===== config.mk =====
export PLATFORM = sky130hd
export DESIGN_NAME = mvc_front
export DESIGN_NICKNAME = d
export VERILOG_FILES = /design/src/mvc_pkg.sv /design/src/mvc_front.sv
export SDC_FILE = /design/constraint.sdc
export NUM_CORES = 1
export LEC_CHECK = 0
export BUFFER_PORTS_ARGS = -buffer_cell sky130_fd_sc_hd__buf_2
export CAP_MARGIN = 20
export CELL_PAD_IN_SITES_DETAIL_PLACEMENT = 1
export CELL_PAD_IN_SITES_GLOBAL_PLACEMENT = 2
export CORE_MARGIN = 5
export CORE_UTILIZATION = 51
export CTS_BUF_LIST = sky130_fd_sc_hd__clkbuf_4 sky130_fd_sc_hd__clkbuf_8
export DETAILED_ROUTE_END_ITERATION = 7
export PLACE_DENSITY = 0.94
export SLEW_MARGIN = 20
export SYNTH_ARGS = -nofsm -noshare
export SYNTH_HDL_FRONTEND = slang
export SYNTH_SLANG_ARGS = --single-unit

===== constraint.sdc =====
create_clock -name clk -period 15 [get_ports clk]
set_clock_uncertainty 0.15 [all_clocks]
set_input_delay 0.75 -clock clk [delete_from_list [all_inputs] [get_ports clk]]
set_output_delay 0.75 -clock clk [all_outputs]
set_load 0.1 [all_outputs]

===== src/mvc_pkg.sv =====
// Shared types, widths and arithmetic helpers for the mesh vertex curvature block.
`default_nettype none
package mvc_pkg;

    localparam int CW       = 32;
    localparam int FB       = 16;
    localparam int ANG_IN_W = 19;
    localparam int LAP_W    = 64;
    localparam int AREA_W   = 48;
    localparam int ANGLE_W  = 40;
    localparam int NORM_W   = 48;
    localparam int UNIT_W   = 18;
    localparam int PROD_W   = 2 * CW + 1;
    localparam int SQ_W     = 2 * NORM_W;
    localparam int SUMSQ_W  = SQ_W + 2;
    localparam int ROOT_W   = NORM_W + 1;
    localparam int NUM_W    = LAP_W + FB;
    localparam int DEN_W    = AREA_W + 2;
    localparam int QUO_W    = CW + 2;
    localparam int GNUM_W   = ANGLE_W + 2;
    localparam int CNT_W    = 7;

    localparam int IN_DATA_W  = 152;
    localparam int OUT_DATA_W = 184;

    localparam int FIFO_DEPTH = 4;
    localparam int PTR_W      = 2;
    localparam int FCNT_W     = 3;

    localparam logic [63:0] TWO_PI_Q32 = 64'h6487ED511;
    localparam logic [63:0] TWO_PI_FULL = (TWO_PI_Q32 + (64'd1 << (31 - FB))) >> (32 - FB);
    localparam logic [GNUM_W-1:0] TWO_PI_Q = TWO_PI_FULL[GNUM_W-1:0];

    typedef enum logic [1:0] {
        OP_BEGIN = 2'd0,
        OP_EDGE  = 2'd1,
        OP_FACE  = 2'd2,
        OP_END   = 2'd3
    } op_t;

    typedef struct packed {
        op_t                      op;
        logic [CW-1:0]            scalar_a;
        logic [ANG_IN_W-1:0]      corner_angle;
        logic [2:0][CW-1:0]       vec;
    } item_t;

    typedef struct packed {
        logic                     start;
        logic [NUM_W-1:0]         num;
        logic [DEN_W-1:0]         den;
    } div_req_t;

    typedef struct packed {
        logic                     done;
        logic [QUO_W-1:0]         quot;
        logic                     big;
    } div_rsp_t;

    typedef struct packed {
        logic [2:0][UNIT_W-1:0]   unit_normal;
        logic [CW-1:0]            gauss_curvature;
        logic [2:0][CW-1:0]       mean_normal;
        logic                     saturated_flag;
        logic                     zero_normal_flag;
        logic                     zero_area_flag;
    } result_t;

    typedef enum logic [2:0] {
        ST_IDLE,
        ST_EDGE_MUL,
        ST_EDGE_ACC,
        ST_SQ,
        ST_ROOT,
        ST_DIV_START,
        ST_DIV_WAIT,
        ST_OUT
    } back_state_t;

    function automatic logic [LAP_W-1:0] sadd_lap(logic [LAP_W-1:0] a, logic [LAP_W-1:0] b);
        logic [LAP_W:0] s;
        s = {a[LAP_W-1], a} + {b[LAP_W-1], b};
        if (s[LAP_W] != s[LAP_W-1])
            return s[LAP_W] ? {1'b1, {(LAP_W-1){1'b0}}} : {1'b0, {(LAP_W-1){1'b1}}};
        return s[LAP_W-1:0];
    endfunction

    function automatic logic [AREA_W-1:0] sadd_48(logic [AREA_W-1:0] a, logic [CW-1:0] b);
        logic [AREA_W:0] s;
        s = {a[AREA_W-1], a} + {{(AREA_W+1-CW){b[CW-1]}}, b};
        if (s[AREA_W] != s[AREA_W-1])
            return s[AREA_W] ? {1'b1, {(AREA_W-1){1'b0}}} : {1'b0, {(AREA_W-1){1'b1}}};
        return s[AREA_W-1:0];
    endfunction

    function automatic logic [LAP_W-1:0] mag_lap(logic [LAP_W-1:0] x);
        return x[LAP_W-1] ? (~x + 1'b1) : x;
    endfunction

    function automatic logic [AREA_W-1:0] mag_48(logic [AREA_W-1:0] x);
        return x[AREA_W-1] ? (~x + 1'b1) : x;
    endfunction

endpackage
`default_nettype wire


===== src/mvc_front.sv =====
// Input side: accepts stream transactions, decodes them and queues them for the back end.
`default_nettype none
module mvc_front
    import mvc_pkg::*;
(
    input  wire logic                 clk,
    input  wire logic                 rst_n,
    input  wire logic                 s_tvalid,
    output logic                      s_tready,
    input  wire logic [IN_DATA_W-1:0] s_tdata,
    input  wire logic [1:0]           s_tuser,
    output logic                      item_valid,
    output item_t                     item,
    input  wire logic                 pop
);

    item_t             fifo_mem [FIFO_DEPTH];
    logic [PTR_W-1:0]  wr_ptr_reg, wr_ptr_next;
    logic [PTR_W-1:0]  rd_ptr_reg, rd_ptr_next;
    logic [FCNT_W-1:0] count_reg, count_next;
    item_t             item_in;
    logic              push;

    always_comb
    begin
        item_in.op           = op_t'(s_tuser);
        item_in.scalar_a     = s_tdata[31:0];
        item_in.corner_angle = s_tdata[50:32];
        item_in.vec[0]       = s_tdata[82:51];
        item_in.vec[1]       = s_tdata[114:83];
        item_in.vec[2]       = s_tdata[146:115];
    end

    assign s_tready   = (count_reg != FCNT_W'(FIFO_DEPTH));
    assign push       = s_tvalid && s_tready;
    assign item_valid = (count_reg != '0);
    assign item       = fifo_mem[rd_ptr_reg];

    always_comb
    begin
        wr_ptr_next = push ? wr_ptr_reg + 1'b1 : wr_ptr_reg;
        rd_ptr_next = pop ? rd_ptr_reg + 1'b1 : rd_ptr_reg;
        count_next  = count_reg + FCNT_W'(push) - FCNT_W'(pop);
    end

    always_ff @(posedge clk or negedge rst_n)
    begin
        if (!rst_n)
        begin
            wr_ptr_reg <= '0;
            rd_ptr_reg <= '0;
            count_reg  <= '0;
        end
        else
        begin
            wr_ptr_reg <= wr_ptr_next;
            rd_ptr_reg <= rd_ptr_next;
            count_reg  <= count_next;
        end
    end

    always_ff @(posedge clk)
    begin
        if (push)
            fifo_mem[wr_ptr_reg] <= item_in;
    end

endmodule
`default_nettype wire


After elaboration in Yosys (flattened, before gate mapping)
Memories as Yosys holds them, arrays and structs flattened.
Cells that the tools add are included.
{"block": "totals", "reg_bits": 7, "ram_bits": 596, "inputBits": 158, "output_inout_bits": 151, "memories": 1}
{"block": "classes", "n_addsub": 4, "eq_ne": 1, "n_mux": 2, "n_reduce_logical": 2}
{"name": "fifo_mem", "words": 4, "word_bits": 149, "read_ports": 1, "rd_ports_with_merged_regs": 0, "write_ports": 1, "line_no": "mvc_front.sv:17", "source": "item_t fifo_mem [FIFO_DEPTH];"}
{"cell": "$add A2 B1 Y2 const B", "count": 2}
{"cell": "$add A3 B1 Y3", "count": 1}
{"cell": "$ne A3 B3 Y1 const B", "count": 1}
{"cell": "$reduce_bool A3 Y1", "count": 1}
{"cell": "$sub A3 B1 Y3", "count": 1}
{"cell": "$mux W1", "count": 2}
{"cell": "$logic_and A1 B1 Y1", "count": 1}

Depth between registers and ports, before layout
{"block": "logic_depth", "depth_word": 4, "ltp_mapped": 9, "depth_no_buf": 9}

Least setup slack after synthesis
Ideal clock, no wire load.
{"block": "synth_path", "path_kind": "input to register", "start": "input port s_tvalid", "end": "memory fifo_mem[0][0] (netlist name) (enable)", "arrival_time_ns": 4.226, "path_slack_ns": 10.097, "stages": 1, "path_buffers": 0, "path_cell_list": "and3b_1"}
{"block": "synth_between", "elab_chain_len": 3}
{"element": "from (decl)", "line_no": "mvc_front.sv:8", "source": "input wire logic s_tvalid,"}
{"element": "$logic_and A1 B1 Y1", "line_no": "mvc_front.sv:35", "source": "assign push = s_tvalid && s_tready;"}
{"element": "$mux W1", "line_no": "mvc_front.sv:64", "source": "if (push)"}
{"element": "$mux W1 (not written as such)", "line_no": "mvc_front.sv:65", "source": "fifo_mem[wr_ptr_reg] <= item_in;"}
{"element": "to (decl)", "line_no": "mvc_front.sv:17"}
Every way passes these cells.

==> impl_metrics.ini <==
[timing]
rsz0062_at_grt = false
tightestPinTransition_ns = 1.018
period_share = 0.2735
finalCriticalPeriod_ns = 4.102
timing.slew.headroom = 0.3214
tns_ns = 0
hold_viol = 0
setup_viol = 0
fmax_mhz = 243.8
drv_slew = 0

[detailed_routing]
detail_route.iter0.violations = 744
wl_met3_mm = 2.914
firstDrtPassIters = 4
wirelength_mm = 46.62
route.met2.wl_mm = 24.53
vias = 10120
top_layer = met5
antenna_left = 0
wl_per_cell_um = 25.46
drt-met1-wl_mm = 17.68
drc = 0
avgViaCountPerCell = 5.525

[placed_design]
io_buffers = 303
placed_cell_area_um2 = 24020
globalplace.congestion = 0.7284
place_hpwl_mm = 28.50

[setup_path]
slowest_delay_ns = 0.80
cp-start-kind = flop
criticalPathCategory = flop to primary output
worstPathCellList = buf_4 > mux4_2 > buf_2
cp_max_fo = 48
required_ns = 14.10
cp-end-kind = primary output
arrival_ns = 3.20
rrSetupSlack_ns = 11.88
slowest_stage = buf_4

[grt]
grt_usage = 0.1976
grt_start_max_net_pins = 56
grt_pass1_wl_mm = 69.86
grt_pass1_vias = 11300
grt.overflow.total = 0
antenna_found_initial = 17

[logic_synthesis]
synth_cells = 819
synth_area_leaders = edfxtp_1, mux4_2, dfrtp_1
yosysTopAreaCell = edfxtp_1
synth_top_family_by_area = multiplexers
yosysWarnings = 0
synthesis.area_um2 = 21930
ys_seq_elements = 603
synth_nets = 984
synthMuxAreaShare = 0.1530
synth-simple-area-share = 0.004735
synthXorXnorAreaFrac = 0.001597
synthAdderAreaFrac = 0.004336
syn_avg_cell_area_um2 = 26.78
netlist.area_leader.share = 0.8161
synth_compound_area_frac = 0.0006846
synth_cell_types = 18
yosysSeqAreaShare = 0.8241

[clock_network]
clock-sinks = 603
cts_buffers = 96
ctsResizeCount = 0
cts_buffer_depth = 3
cts_tree = done
post_cts_buffers = 0
clk_latency_ns = 0.65
htreeDepth = 3
cts-root-buf = clkbuf_8
cts.clk_slew.worst_paths_ns = 0.06

[final_layout]
layout.nets = 1365
final_common_cell = edfxtp_1
final_area_um2 = 25880
areaGrowthSynthToFinish_pct = 18.01
drive_gt1_frac = 0.4808
final_cell_mix = edfxtp_1, buf_2, mux4_2, clkbuf_8, clkinv_1
largest_register_ff_count = 596

[floorplanning]
fp.dieW_um = 217.4
ioPinCount = 309
die_h_um = 217.4
rows = 76
core_area_um2 = 42790
die_area_um2 = 47250
start_util = 0.5125

[job]
max_cap_viol_count = 0

[worst_hold_path]
hold_class = input port to flop

[outcome]
outcome = finished clean
[cell families after synthesis]
family	count (synthesis)
flip-flops	603
multiplexers	149
buffers and inverters	40
AND/OR/NAND/NOR	14
adder cells (fa/ha/maj)	7
XOR/XNOR	4
AO/OA/AOI/OAI	2
[worst max-delay path: cells and delay by family (launching register included)]
family | cells | cell delay, ns
buffers and inverters | 2 | 1.11
flip-flops | 1 | 0.70
multiplexers | 1 | 0.63
[cell usage after synthesis]
| library cell | n |
|---|---|
| mux4_2 | 149 |
| xnor2_1 | 3 |
| edfxtp_1 | 596 |
| nand4bb_1 | 2 |
| ha_1 | 6 |
| and3b_1 | 4 |
| dfrtp_1 | 7 |
| o211ai_1 | 2 |
| buf_2 | 17 |
| buf_6 | 11 |
| fa_1 | 1 |
| nand2b_1 | 4 |
| xor2_1 | 1 |
| nand2_1 | 2 |
| inv_1 | 6 |
| nor3b_1 | 1 |
| or3_1 | 1 |
| clkbuf_1 | 6 |
[final timing paths]
kind                               startpoint               end  cells after the start
max in group asynchronous               rst_n     rd_ptr_reg[0]                      2
worst max register to register   count_reg[2]   fifo_mem[2][11]                      3
worst max-delay path            rd_ptr_reg[0]          item[10]                      3
worst min register to register   count_reg[0]      count_reg[0]                      1
worst min-delay path              s_tdata[12]  fifo_mem[1][127]                      1
min in group asynchronous               rst_n      count_reg[0]                      2
[cell type report]
type / instances / area (um^2)
flip-flops and latches: 603 / 18080
clock buffers: 127 / 1579
inverters: 6 / 22.52
diodes: 12 / 30.03
well taps: 546 / 683.2
fillers: 3614 / 16910
repair buffers: 317 / 1624
multi-input cells: 176 / 3620
clock inverters: 44 / 241.5
[metal layers]
metal	vias to the layer above	global-route usage
met1	5372	0.2408
li1	4345	-
met3	102	0.06329
met2	285	0.3323
met4	12	0.07773
met5	-	0
[timing repair]
action / 4_1_cts / 5_1_grt
endpoints found under the setup margin: 0 / 0
hold buffers: 1 / 0
endpoints found under the hold margin: 7 / 0
[metrics by stage]
step	utilization	hold slack [ns]	cells	setup slack, ns
after floorplan	-	0.3044	819	10.10
after global placement	0.5613	0.4010	1647	11.46
after detailed placement	0.5613	0.4221	1647	11.47
after CTS	0.6041	0.07462	1819	10.72
after global routing	0.6046	0.08465	1828	10.60
final	0.6048	0.1533	1831	10.90
Power is not shown: default switching activity piles up to over one toggle a cycle in this logic, so the estimate is an artifact.
