<file path="config.mk">
export PLATFORM = sky130hd
export DESIGN_NAME = mvc_div
export DESIGN_NICKNAME = d
export VERILOG_FILES = /design/src/mvc_pkg.sv /design/src/mvc_div.sv
export SDC_FILE = /design/constraint.sdc
export NUM_CORES = 1
export LEC_CHECK = 0
export ABC_CLOCK_PERIOD_IN_PS = 6750
export BUFFER_PORTS_ARGS = -buffer_cell sky130_fd_sc_hd__buf_4
export CORE_MARGIN = 2
export CORE_UTILIZATION = 40
export DETAILED_ROUTE_END_ITERATION = 10
export RECOVER_POWER = 50
export SKIP_LAST_GASP = 1
export SLEW_MARGIN = 20
export SYNTH_ARGS = -nofsm -noshare
export SYNTH_HDL_FRONTEND = slang
export SYNTH_SLANG_ARGS = --single-unit
export TNS_END_PERCENT = 1
</file>
<file path="constraint.sdc">
create_clock -name clk -period 6.75 [get_ports clk]
set_input_delay 0.675 -clock clk [delete_from_list [all_inputs] [get_ports clk]]
set_output_delay 0.675 -clock clk [all_outputs]
set_load 0.05 [all_outputs]
</file>
<file path="src/mvc_pkg.sv">
// Shared types, widths and arithmetic helpers for the mesh vertex curvature block.
`default_nettype none
package mvc_pkg;

    localparam int CW       = 32;
    localparam int FB       = 16;
    localparam int ANG_IN_W = 19;
    localparam int LAP_W    = 64;
    localparam int AREA_W   = 48;
    localparam int ANGLE_W  = 40;
    localparam int NORM_W   = 48;
    localparam int UNIT_W   = 18;
    localparam int PROD_W   = 2 * CW + 1;
    localparam int SQ_W     = 2 * NORM_W;
    localparam int SUMSQ_W  = SQ_W + 2;
    localparam int ROOT_W   = NORM_W + 1;
    localparam int NUM_W    = LAP_W + FB;
    localparam int DEN_W    = AREA_W + 2;
    localparam int QUO_W    = CW + 2;
    localparam int GNUM_W   = ANGLE_W + 2;
    localparam int CNT_W    = 7;

    localparam int IN_DATA_W  = 152;
    localparam int OUT_DATA_W = 184;

    localparam int FIFO_DEPTH = 4;
    localparam int PTR_W      = 2;
    localparam int FCNT_W     = 3;

    localparam logic [63:0] TWO_PI_Q32 = 64'h6487ED511;
    localparam logic [63:0] TWO_PI_FULL = (TWO_PI_Q32 + (64'd1 << (31 - FB))) >> (32 - FB);
    localparam logic [GNUM_W-1:0] TWO_PI_Q = TWO_PI_FULL[GNUM_W-1:0];

    typedef enum logic [1:0] {
        OP_BEGIN = 2'd0,
        OP_EDGE  = 2'd1,
        OP_FACE  = 2'd2,
        OP_END   = 2'd3
    } op_t;

    typedef struct packed {
        op_t                      op;
        logic [CW-1:0]            scalar_a;
        logic [ANG_IN_W-1:0]      corner_angle;
        logic [2:0][CW-1:0]       vec;
    } item_t;

    typedef struct packed {
        logic                     start;
        logic [NUM_W-1:0]         num;
        logic [DEN_W-1:0]         den;
    } div_req_t;

    typedef struct packed {
        logic                     done;
        logic [QUO_W-1:0]         quot;
        logic                     big;
    } div_rsp_t;

    typedef struct packed {
        logic [2:0][UNIT_W-1:0]   unit_normal;
        logic [CW-1:0]            gauss_curvature;
        logic [2:0][CW-1:0]       mean_normal;
        logic                     saturated_flag;
        logic                     zero_normal_flag;
        logic                     zero_area_flag;
    } result_t;

    typedef enum logic [2:0] {
        ST_IDLE,
        ST_EDGE_MUL,
        ST_EDGE_ACC,
        ST_SQ,
        ST_ROOT,
        ST_DIV_START,
        ST_DIV_WAIT,
        ST_OUT
    } back_state_t;

    function automatic logic [LAP_W-1:0] sadd_lap(logic [LAP_W-1:0] a, logic [LAP_W-1:0] b);
        logic [LAP_W:0] s;
        s = {a[LAP_W-1], a} + {b[LAP_W-1], b};
        if (s[LAP_W] != s[LAP_W-1])
            return s[LAP_W] ? {1'b1, {(LAP_W-1){1'b0}}} : {1'b0, {(LAP_W-1){1'b1}}};
        return s[LAP_W-1:0];
    endfunction

    function automatic logic [AREA_W-1:0] sadd_48(logic [AREA_W-1:0] a, logic [CW-1:0] b);
        logic [AREA_W:0] s;
        s = {a[AREA_W-1], a} + {{(AREA_W+1-CW){b[CW-1]}}, b};
        if (s[AREA_W] != s[AREA_W-1])
            return s[AREA_W] ? {1'b1, {(AREA_W-1){1'b0}}} : {1'b0, {(AREA_W-1){1'b1}}};
        return s[AREA_W-1:0];
    endfunction

    function automatic logic [LAP_W-1:0] mag_lap(logic [LAP_W-1:0] x);
        return x[LAP_W-1] ? (~x + 1'b1) : x;
    endfunction

    function automatic logic [AREA_W-1:0] mag_48(logic [AREA_W-1:0] x);
        return x[AREA_W-1] ? (~x + 1'b1) : x;
    endfunction

endpackage
`default_nettype wire

</file>
<file path="src/mvc_div.sv">
// Restoring divider, one quotient bit per cycle, with an overflow mark for large quotients.
`default_nettype none
module mvc_div
    import mvc_pkg::*;
(
    input  wire logic     clk,
    input  wire logic     rst_n,
    input  wire div_req_t req,
    output div_rsp_t      rsp
);

    logic             busy_reg, busy_next;
    logic             done_reg, done_next;
    logic [CNT_W-1:0] cnt_reg, cnt_next;
    logic [DEN_W:0]   rem_reg, rem_next;
    logic [NUM_W-1:0] num_reg, num_next;
    logic [DEN_W-1:0] den_reg, den_next;
    logic [QUO_W-1:0] quot_reg, quot_next;
    logic             big_reg, big_next;
    logic [DEN_W:0]   trial;
    logic             take;

    always_comb
    begin
        trial = {rem_reg[DEN_W-1:0], num_reg[NUM_W-1]};
        take  = (trial >= {1'b0, den_reg});
        busy_next = busy_reg;
        done_next = 1'b0;
        cnt_next  = cnt_reg;
        rem_next  = rem_reg;
        num_next  = num_reg;
        den_next  = den_reg;
        quot_next = quot_reg;
        big_next  = big_reg;
        if (req.start)
        begin
            busy_next = 1'b1;
            cnt_next  = '0;
            rem_next  = '0;
            num_next  = req.num;
            den_next  = req.den;
            quot_next = '0;
            big_next  = 1'b0;
        end
        else if (busy_reg)
        begin
            rem_next  = take ? trial - {1'b0, den_reg} : trial;
            num_next  = {num_reg[NUM_W-2:0], 1'b0};
            quot_next = {quot_reg[QUO_W-2:0], take};
            // A bit pushed out of the top means the quotient is far beyond any limit.
            big_next  = big_reg | quot_reg[QUO_W-1];
            cnt_next  = cnt_reg + 1'b1;
            if (cnt_reg == CNT_W'(NUM_W - 1))
            begin
                busy_next = 1'b0;
                done_next = 1'b1;
            end
        end
    end

    always_ff @(posedge clk or negedge rst_n)
    begin
        if (!rst_n)
        begin
            busy_reg <= 1'b0;
            done_reg <= 1'b0;
            cnt_reg  <= '0;
        end
        else
        begin
            busy_reg <= busy_next;
            done_reg <= done_next;
            cnt_reg  <= cnt_next;
        end
    end

    always_ff @(posedge clk)
    begin
        rem_reg  <= rem_next;
        num_reg  <= num_next;
        den_reg  <= den_next;
        quot_reg <= quot_next;
        big_reg  <= big_next;
    end

    assign rsp.done = done_reg;
    assign rsp.quot = quot_reg;
    assign rsp.big  = big_reg;

endmodule
`default_nettype wire

</file>
## Yosys cells after proc, flatten, opt, wreduce, memory -nomap -nowiden

Cells that the tools add are included.

- Mux-type cells: 11
- Equality and inequality tests: 1
- Reductions and logical operators: 1
- Add/sub/neg operators: 2
- Bitwise operators: 1
- Order comparisons: 1

Operator list:

| cell | number |
|---|---|
| $mux 80 | 2 |
| $ge 51x50->1 | 1 |
| $mux 50 | 1 |
| $sub 50x50->50 | 1 |
| $mux 7 | 2 |
| $add 7x1->7 const B | 1 |
| $eq 7x7->1 const B | 1 |
| $mux 1 | 6 |
| $reduce_bool 2->1 | 1 |
| $or 1x1->1 | 1 |

- Register bits after elaboration: 224
- Output and inout port bits: 36
- Input port bits: 133
- Word-level logic and storage cells: 25

## Logic depth before layout (Yosys ltp)

Gate-level depths: netlist of run 1.

- Depth in word-level cells: 4
- Gate-level depth with buffers: 14
- Gate-level depth less buffers: 13

## Worst setup path before layout of run 1

Ideal clock, no wire load.

- Path kind: reg-to-reg
- From: register den_reg[14]
- To: register rem_reg[45]
- Period minus slack after synthesis: 3.025 ns
- Buffers on the path: 3
- Setup slack: 3.725 ns
- Cell stages (with the launch flop): 14
- Required time: 6.624 ns
- Arrival time: 2.899 ns
- Library setup time: 0.126 ns
- Cells stage by stage: edfxtp_1 inv_1 ha_1 buf_2 nand4_2 or3_4 o211ai_4 o21ai_2 o41a_4 o31a_1 buf_6 clkbuf_1 a41oi_1 o21ai_0

- Cells in the longest elaborated chain, start to end: 2
- Elaborated cells between the ends (all ways): 3
- Those cells by class: add/sub (1); order compare (1); mux (1)

Ends and longest elaborated chain:

| what | line | text |
|---|---|---|
| from (decl) | mvc_div.sv:17 | `logic [DEN_W-1:0] den_reg, den_next;` |
| from (signal assigned) | mvc_div.sv:81 | `den_reg <= den_next;` |
| $sub 50x50->50 / $ge 51x50->1 (equally long branches) | mvc_div.sv:47, mvc_div.sv:26 |  |
| $mux 50 (*) | mvc_div.sv:47 | `rem_next = take ? trial - {1'b0, den_reg} : trial;` |
| to (signal assigned) | mvc_div.sv:79 | `rem_reg <= rem_next;` |
| to (decl) | mvc_div.sv:15 | `logic [DEN_W:0] rem_reg, rem_next;` |

Mark *: on every way between the ends. The rest lies on a longest branch, timed or not.
A chain may end at the register's enable or synchronous reset.

## Final worst setup path of run 1

- From: input port req[130] in the netlist's numbering
- To: register num_reg[42] (data pin)

- Cells in the longest elaborated chain, start to end: 1

Ends and longest elaborated chain:

| what | line | text |
|---|---|---|
| from (decl) | mvc_div.sv:8 | `input wire div_req_t req,` |
| $mux 80 | mvc_div.sv:35 | `if (req.start)` |
| net num_next[42] | mvc_div.sv:16 | `logic [NUM_W-1:0] num_reg, num_next;` |
| to (signal assigned) | mvc_div.sv:80 | `num_reg <= num_next;` |
| to (decl) | mvc_div.sv:16 |  |

The timed path passes the listed nets, and every way through them passes these cells.

==> out/results.ini, run 1 <==
[synth]
async_flop_share=0.0402
ys.flop_type=edfxtp_1
syn_area_per_cell_um2=10.5
ys_types=70
ys_seq_area_frac=0.490
synth-compound-area-share=0.146
synth_top_family_by_area=compound AO/OA/AOI/OAI gates
synthSimpleGateAreaFrac=0.128
synth_fp_nets=1323
yosysWarnings=0
syn_inst=1138
synth_area_um2=11900
synth_edf_count=130
ys_seq_elements=224
synth-xor-area-share=0.0316
synth_fa_ha_area_frac=0.0553
synthMuxAreaShare=0.105

[floorplanning]
fp.dieW_um=176
io_pins=169
initial_core_util=0.404
dieHeight_um=176
core_um2=29500
num_rows=63
dieArea_um2=31100

[status]
status=finished with violations
violations=max-capacitance violations, max-slew violations

[sta]
slew_violations=188
maxSlewHeadroom=-1.14
hold_viol=0
rsz0062_at_grt=false
fin_skew_ns=0.0169
whs_ns=0.334
fmaxAchievable_ghz=0.211
tightestPinTransition_ns=3.21
fin_crit_sh=0.701
period_needed_ns=4.73
setup_viol=0
tns_ns=0

[power]
netSwitchingFraction=0.352
power_w=0.00490
seqPwrFrac=0.362
clockPowerShare=0.282
powerDensity_nw_per_um2=347
irDropWorstVdd_mv=0.209
p_leak_nw=6.08
p_int_w=0.00318
power_switching_w=0.00173
combPwrFrac=0.355

[clock_network]
clk_pin_slew_ns=0.06
worstSkewPairLatency_ns=0.54
clockBufferDepth=3
tritoncts=yes
numCtsBuffers=26
clock_sinks=224
htreeDepth=1
cts_resized=0
root_buffer=clkbuf_16

[placed_design]
port_buffers=168
dpl_cell_area_um2=13400
place_hpwl_mm=19.0
gp_congestion=0.859

[finish]
area_growth_pct=18.8
multi_input_area_um2=5560
largest_reg_flops=80
fin_area_um2=14100
final_layout_size_suffix_gt1_frac=0.206
final_common_cell=edfxtp_1
final_cell_mix=130 x edfxtp_1, 115 x nand2_1, 105 x nor2_1, 85 x dfxtp_1, 83 x buf_4
nNetsFinal=1459
regArea_um2=5830
n_fill_cell=2878

[route]
ant_nets=0
drc=0
wl_per_cell_um=16.3
vias_per_cell=5.28
num_vias=8895
drt_iter0_drc=521
drt-total-wl_mm=27.4
drt-pass1-iter-count=5

[run]
cap_violations=3

[global_route]
grtUsageMet3=0.0551
grt_max_degree=82
use_met1=0.229
grt_use_total=0.173
top_usage_layer=met2
antenna_found_initial=3
grt_overflow_total=0
grt_pass1_wl_mm=44.2
grt_pass1_vias=8710
use_met2=0.274

[worst_hold_path]
hp-class=input port to flop

[setup_path]
crit_type=input port to flop
crit_fanout=75
cp.required_ns=7.02
start_kind=input port
critPathArrivalTime_ns=5.00
end_kind=flop

[per-stage QoR]
step                      setup WS, ns   util  std cells
after floorplan                   3.73      -       1138
after global placement            2.93  0.455       1634
after detailed placement          2.86  0.455       1634
after CTS                         2.84  0.484       1683
after global routing              1.55  0.480       1684
final                             2.02  0.480       1685
[path summary, 6_finish.rpt]
check                            startpoint     endpoint  slack, ns  cells after the start
worst min-delay path                req[26]  den_reg[26]       0.33                      1
worst max register to register  den_reg[20]  rem_reg[10]       2.85                     12
worst min register to register      big_reg      big_reg       0.47                      2
max in group asynchronous             rst_n     busy_reg       5.71                      2
worst max-delay path               req[130]  num_reg[42]       2.02                      3
min in group asynchronous             rst_n   cnt_reg[6]       0.64                      2
[cells in the mapped netlist, types with 11 or more instances]
library cell,n,area share
o21ai_0,37,0.016
and3_1,15,0.0079
edfxtp_1,130,0.33
a311oi_1,39,0.029
nor2_1,105,0.033
a21oi_1,62,0.026
mux2i_1,36,0.030
buf_2,11,0.0046
ha_1,51,0.054
xor2_1,20,0.015
dfxtp_1,85,0.14
clkbuf_1,46,0.015
xnor2_1,23,0.017
inv_1,63,0.020
nand2_1,115,0.036
nand3_1,17,0.0071
a21o_1,22,0.014
mux2_2,79,0.075
[routing by layer]
metal / vias to the layer above / wire, um
li1: 4442 / -
met4: 6 / 609
met3: 51 / 2090
met2: 204 / 12200
met1: 4192 / 12500
met5: - / 41
[kinds of logic (layout without fill, tap and decap cells)]
kind of cell	Yosys count	after routing
flops	224	224
other cells	0	1
compound gates	247	247
xor+xnor	43	43
buf+inv	130	286
simple gates	327	327
mux	115	115
fa+ha+maj	52	52
[critical path, cell delays in order]
cell	delay, ns
clkbuf_1	2.22
clkbuf_2	1.58
mux2_2	0.45
[power groups by stage]
stage | Combinational [W] | Clock [W] | Sequential, W
3_3_place_gp | 0.00174 | 0 | 0.00180
6_report | 0.00174 | 0.00138 | 0.00178
2_1_floorplan | 0.00133 | 0 | 0.00178
5_1_grt | 0.00194 | 0.00149 | 0.00180
4_1_cts | 0.00174 | 0.00144 | 0.00178
3_5_place_dp | 0.00173 | 0 | 0.00180
[layout make-up]
type | count | share of cell area
multi-input cells | 784 | 0.393
inverters | 63 | 0.0167
diodes | 1 | 0.000177
clock buffers | 31 | 0.0496
repair buffers | 175 | 0.0832
clock inverters | 17 | 0.00991
flip-flops and latches | 224 | 0.413
well taps | 390 | 0.0345
[timing repair]
action	in CTS	in global routing
setup buffers	0	0
endpoints found under the hold margin	9	0
hold buffers	1	0
(Power assumes the default switching activity.)
==> inputs of run 2 (changes only) <==
Settings changed: ABC_CLOCK_PERIOD_IN_PS 6750 to 3840.
Clock period 6.75 ns to 3.84 ns, I/O delays scaled along.
==> run 2 against run 1 <==
  * Final area rose by 0.95%
  * Die area stayed put
  * Register-to-register slack lost 2.6 ns
  * The run still ends with max-capacitance violations, max-slew violations left
  * Non-clock buffer count up 18
  * Hold slack got worse by 0.29 ns
  * Clock-buffer cell count up 5
  * Worst setup slack got worse by 1.8 ns
  * Via count is 1.9% higher
  * Final cell count rose by 1.1%
  * Flip-flop and latch count stayed put
  * Critical endpoint is now rem_reg[5]
  * Total power grew 77%
  * Global-route usage is 0.34 points higher
==> out/results.ini, run 2 (synthesized netlist as in run 1, its figures left out) <==
[sta]
setup_viol=0
fmaxAchievable_ghz=0.275
slew_violations=72
maxSlewHeadroom=-0.386
fin_crit_sh=0.946
whs_ns=0.0473
period_needed_ns=3.63
worst_slack_ns=0.205
fin_skew_ns=0.0154
tightestPinTransition_ns=2.08
hold_viol=0
tns_ns=0
rsz0062_at_grt=false

[floorplanning]
dieArea_um2=31100
core_um2=29500
dieHeight_um=176
num_rows=63
io_pins=169
fp.dieW_um=176
initial_core_util=0.404

[status]
violations=max-capacitance violations, max-slew violations
status=finished with violations

[power]
p_leak_nw=6.12
power_switching_w=0.00307
p_int_w=0.00559
netSwitchingFraction=0.354
powerDensity_nw_per_um2=607
clockPowerShare=0.273
irDropWorstVdd_mv=0.303
seqPwrFrac=0.362
combPwrFrac=0.365

[worst_hold_path]
hp-class=input port to flop
whs_endpoint=den_reg[27]
hp-start=req[27]
hold_depth=1

[finish]
final_cell_mix=130 x edfxtp_1, 115 x nand2_1, 105 x nor2_1, 90 x buf_4, 85 x dfxtp_1
final_common_cell=edfxtp_1
instances_no_fill=1703
final_layout_size_suffix_gt1_frac=0.206
n_fill_cell=2833
area_growth_pct=19.9
largest_reg_flops=80
nNetsFinal=1478

[placed_design]
port_buffers=168
post-place-ws_ns=0.285
place_hpwl_mm=19.5
gp_congestion=0.863
placed_cells=1642

[route]
drt-total-wl_mm=27.9
wl_per_cell_um=16.4
drt-pass1-iter-count=5
vias_per_cell=5.32
ant_nets=0
drc=0
num_vias=9062
drt_iter0_drc=586

[clock_network]
root_buffer=clkbuf_16
clk_pin_slew_ns=0.06
numCtsBuffers=27
cts_resized=0
clock_sinks=224
postCtsSetupBuffers=0
clockBufferDepth=3
tritoncts=yes
worstSkewPairLatency_ns=0.54
holdBufCountCts=10
htreeDepth=1

[setup_path]
critPathArrivalTime_ns=4.07
cp.required_ns=4.27
crit_type=flop to flop
worst-r2r-setup-slack_ns=0.21
crit_fanout=20
start_kind=flop
reg2reg_depth=11
cp_num_buf_inv=1
slowest_stage=o31a_2
r2r-end=rem_reg[5]
reg2reg_from=den_reg[20]
crit_top_cell=a21oi_1
max_stage_delay_ns=0.55
end_kind=flop
crit_family=compound AO/OA/AOI/OAI gates
crit_chain=inv_1 > ha_1 > a21oi_1 > o21ai_0 > o211ai_1 > a21oi_1 > o21ai_2 > o41a_4 > o31a_2 > or3_1 > a311oi_1

[global_route]
grt_overflow_total=0
grt_pass1_wl_mm=45.4
antenna_found_initial=3
grt_pass1_vias=8976
grt_use_total=0.177
grt_max_degree=82

[run]
cap_violations=2

run 2: cell count changes in the layout (fill, tap and decap cells not counted):
cell           before  now
clkbuf_4           49   50
o31a_4              1    0
dlygate4sd3_1       1   11
o31a_2              0    1
clkinv_2            6    2
clkbuf_1           43   46
clkinv_1            5    7
buf_4              83   90
clkinvlp_4          3    1
clkbuf_8            1    3
bufinv_16           2    1
run 2: cell type report:
| type | count | area (um^2) | share of cell area |
|---|---|---|---|
| Clock buffer | 36 | 729 | 0.0511 |
| Timing Repair Buffer | 193 | 1350 | 0.0943 |
| Antenna cell | 1 | 2.50 | 0.000175 |
| Tap cell | 390 | 488 | 0.0342 |
| Sequential cell | 224 | 5830 | 0.409 |
| Clock inverter | 12 | 82.6 | 0.00579 |
| Inverter | 63 | 236 | 0.0166 |
| Multi-Input combinational cell | 784 | 5550 | 0.389 |
run 2: through the flow:
stage           util  total power, W  area (um^2)
2_1_floorplan      -         0.00547        11900
3_3_place_gp   0.457         0.00628        13500
3_5_place_dp   0.457         0.00630        13500
4_1_cts        0.488         0.00873        14400
5_1_grt        0.484         0.00920        14300
6_report       0.484         0.00866        14300
run 2: metal layers:
| layer | global-route usage | vias to the layer above | routed length [um] |
|---|---|---|---|
| met2 | 0.283 | 252 | 12700 |
| met3 | 0.0538 | 36 | 2220 |
| li1 | - | 4486 | - |
| met4 | 0.0413 | 4 | 417 |
| met5 | 0 | - | 21 |
| met1 | 0.235 | 4284 | 12600 |
run 2: power by group through the flow:
stage                     sequential, W  clock (W)  combinational, W
final                           0.00313    0.00237           0.00316
after global routing            0.00317    0.00254           0.00349
after CTS                       0.00313    0.00245           0.00315
after detailed placement        0.00317          0           0.00313
after global placement          0.00317          0           0.00311
after floorplan                 0.00314          0           0.00234
run 2: worst max-delay path by stage:
stage / start / endpoint / depth (start not counted)
2_1_floorplan: den_reg[14] / rem_reg[45] / 13
3_3_place_gp: den_reg[20] / rem_reg[1] / 12
3_5_place_dp: den_reg[20] / rem_reg[48] / 12
4_1_cts: den_reg[22] / rem_reg[5] / 11
5_1_grt: den_reg[20] / rem_reg[6] / 12
6_report: den_reg[20] / rem_reg[5] / 11
==> inputs of run 3 (changes only) <==
Settings changed: ABC_CLOCK_PERIOD_IN_PS 3840 to 4300, MAX_ROUTING_LAYER set to met4.
Clock period 3.84 ns to 4.3 ns, I/O delays scaled along.
==> run 3 against run 2 <==
  * The run still ends with max-capacitance violations, max-slew violations left
  * Total power fell by 10%
  * Non-clock buffer count fell by 17
  * Sequential share of layout area barely moved
  * First-iteration DRC count rose by 5.5%
  * Hold slack improved by 0.023 ns
  * Flip-flop and latch count did not move
  * Final cell count fell by 0.76%
  * Critical path type unchanged
==> out/results.ini, run 3 (synthesized netlist as in run 1, its figures left out) <==
[clock_network]
cts_resized=0
clockBufferDepth=3
htreeDepth=1
root_buffer=clkbuf_16
holdBufCountCts=1
tritoncts=yes
worstSkewPairLatency_ns=0.56
numCtsBuffers=27
clk_pin_slew_ns=0.07
postCtsSetupBuffers=0
clock_sinks=224

[route]
drc=0
num_vias=8991
wl_per_cell_um=16.2
ant_nets=0
vias_per_cell=5.32
drt-pass1-iter-count=5
drt_iter0_drc=618
drt-total-wl_mm=27.4

[setup_path]
crit_type=flop to flop
cp.required_ns=4.70
critPathArrivalTime_ns=4.18
crit_fanout=40
worst-r2r-setup-slack_ns=0.52
reg2reg_depth=10
start_kind=flop
end_kind=flop

[placed_design]
gp_congestion=0.859
dpl_cell_area_um2=13500
port_buffers=168
place_hpwl_mm=18.8

[sta]
fmaxAchievable_ghz=0.264
period_needed_ns=3.78
setup_viol=0
maxSlewHeadroom=-1.26
slew_violations=191
tns_ns=0
rsz0062_at_grt=false
hold_viol=0
fin_skew_ns=0.0120
tightestPinTransition_ns=3.40
fin_crit_sh=0.880

[run]
cap_violations=2

[power]
irDropWorstVdd_mv=0.322
power_switching_w=0.00274
powerDensity_nw_per_um2=546
p_leak_nw=6.16
combPwrFrac=0.359
netSwitchingFraction=0.352
p_int_w=0.00504
clockPowerShare=0.282
seqPwrFrac=0.359

[global_route]
grt_pass1_vias=8868
antenna_found_initial=3
grt_use_total=0.180
grt_pass1_wl_mm=44.7
grt_overflow_total=0
grt_max_degree=148

[status]
status=finished with violations
violations=max-capacitance violations, max-slew violations

[floorplanning]
dieArea_um2=31100
initial_core_util=0.404
io_pins=169
dieHeight_um=176
core_um2=29500
num_rows=63
fp.dieW_um=176

[finish]
final_common_cell=edfxtp_1
largest_reg_flops=80
area_growth_pct=19.8
nNetsFinal=1461
fin_area_um2=14300
final_cell_mix=130 x edfxtp_1, 115 x nand2_1, 105 x nor2_1, 100 x buf_4, 85 x dfxtp_1
final_layout_size_suffix_gt1_frac=0.218

[worst_hold_path]
hp-class=input port to flop
hold_depth=1

==> run 3: changes by cell type in the layout (fill, tap and decap cells not counted), sizes merged <==
cell | previous run | this run
clkbuf | 127 | 113
buf | 91 | 103
clkinvlp | 1 | 0
dlygate4sd3 | 11 | 1
clkinv | 9 | 7
diode | 1 | 3
==> run 3: path summary, 6_finish.rpt <==
path                          endpoint        start
max                         rem_reg[5]  den_reg[17]
min                        den_reg[29]      req[29]
max reg2reg                 rem_reg[5]  den_reg[17]
min reg2reg                    big_reg      big_reg
max in group asynchronous   cnt_reg[2]        rst_n
min in group asynchronous     busy_reg        rst_n
==> run 3: layer usage <==
layer / up-vias / GRT usage / routed length [um]
met3: 55 / 0.0515 / 2070
met4: 0 / 0.0479 / 643
met2: 210 / 0.275 / 12300
met5: - / - / 0
li1: 4447 / - / -
met1: 4279 / 0.233 / 12400
==> run 3: metrics by stage <==
stage	worst slack (ns)	hold WS (ns)	power, W	instances	util
after floorplan	1.28	0.134	0.00489	1138	-
after global placement	0.663	0.261	0.00559	1635	0.457
after detailed placement	0.567	0.259	0.00560	1635	0.457
after CTS	0.575	0.0219	0.00786	1686	0.486
after global routing	0.210	0.0442	0.00830	1690	0.484
final	0.516	0.0700	0.00778	1690	0.484
==> run 3: critical path, cell delays in order (launching register included) <==
cell	delay (ns)
edfxtp_1	0.34
inv_1	0.05
ha_1	0.40
nand2_1	0.15
or3_4	0.43
o211ai_4	0.31
o21ai_2	0.15
o41a_4	0.40
o31a_2	0.66
or3_1	0.47
a311oi_1	0.26
==> run 3: power by group through the flow <==
stage,Combinational [W],Sequential [W],Clock (W)
finish,0.00279,0.00280,0.00220
global route,0.00311,0.00283,0.00236
CTS,0.00279,0.00279,0.00228
detailed placement,0.00277,0.00283,0
global placement,0.00276,0.00283,0
floorplan,0.00209,0.00280,0
==> run 3: final cells by class <==
class | count | area (um^2)
fill | 2818 | 15200
sequential | 224 | 5830
multi-input combinational | 784 | 5550
timing repair buffer | 176 | 1290
clock buffer | 41 | 769
tap | 390 | 488
inverter | 63 | 236
clock inverter | 9 | 82.6
antenna | 3 | 7.51
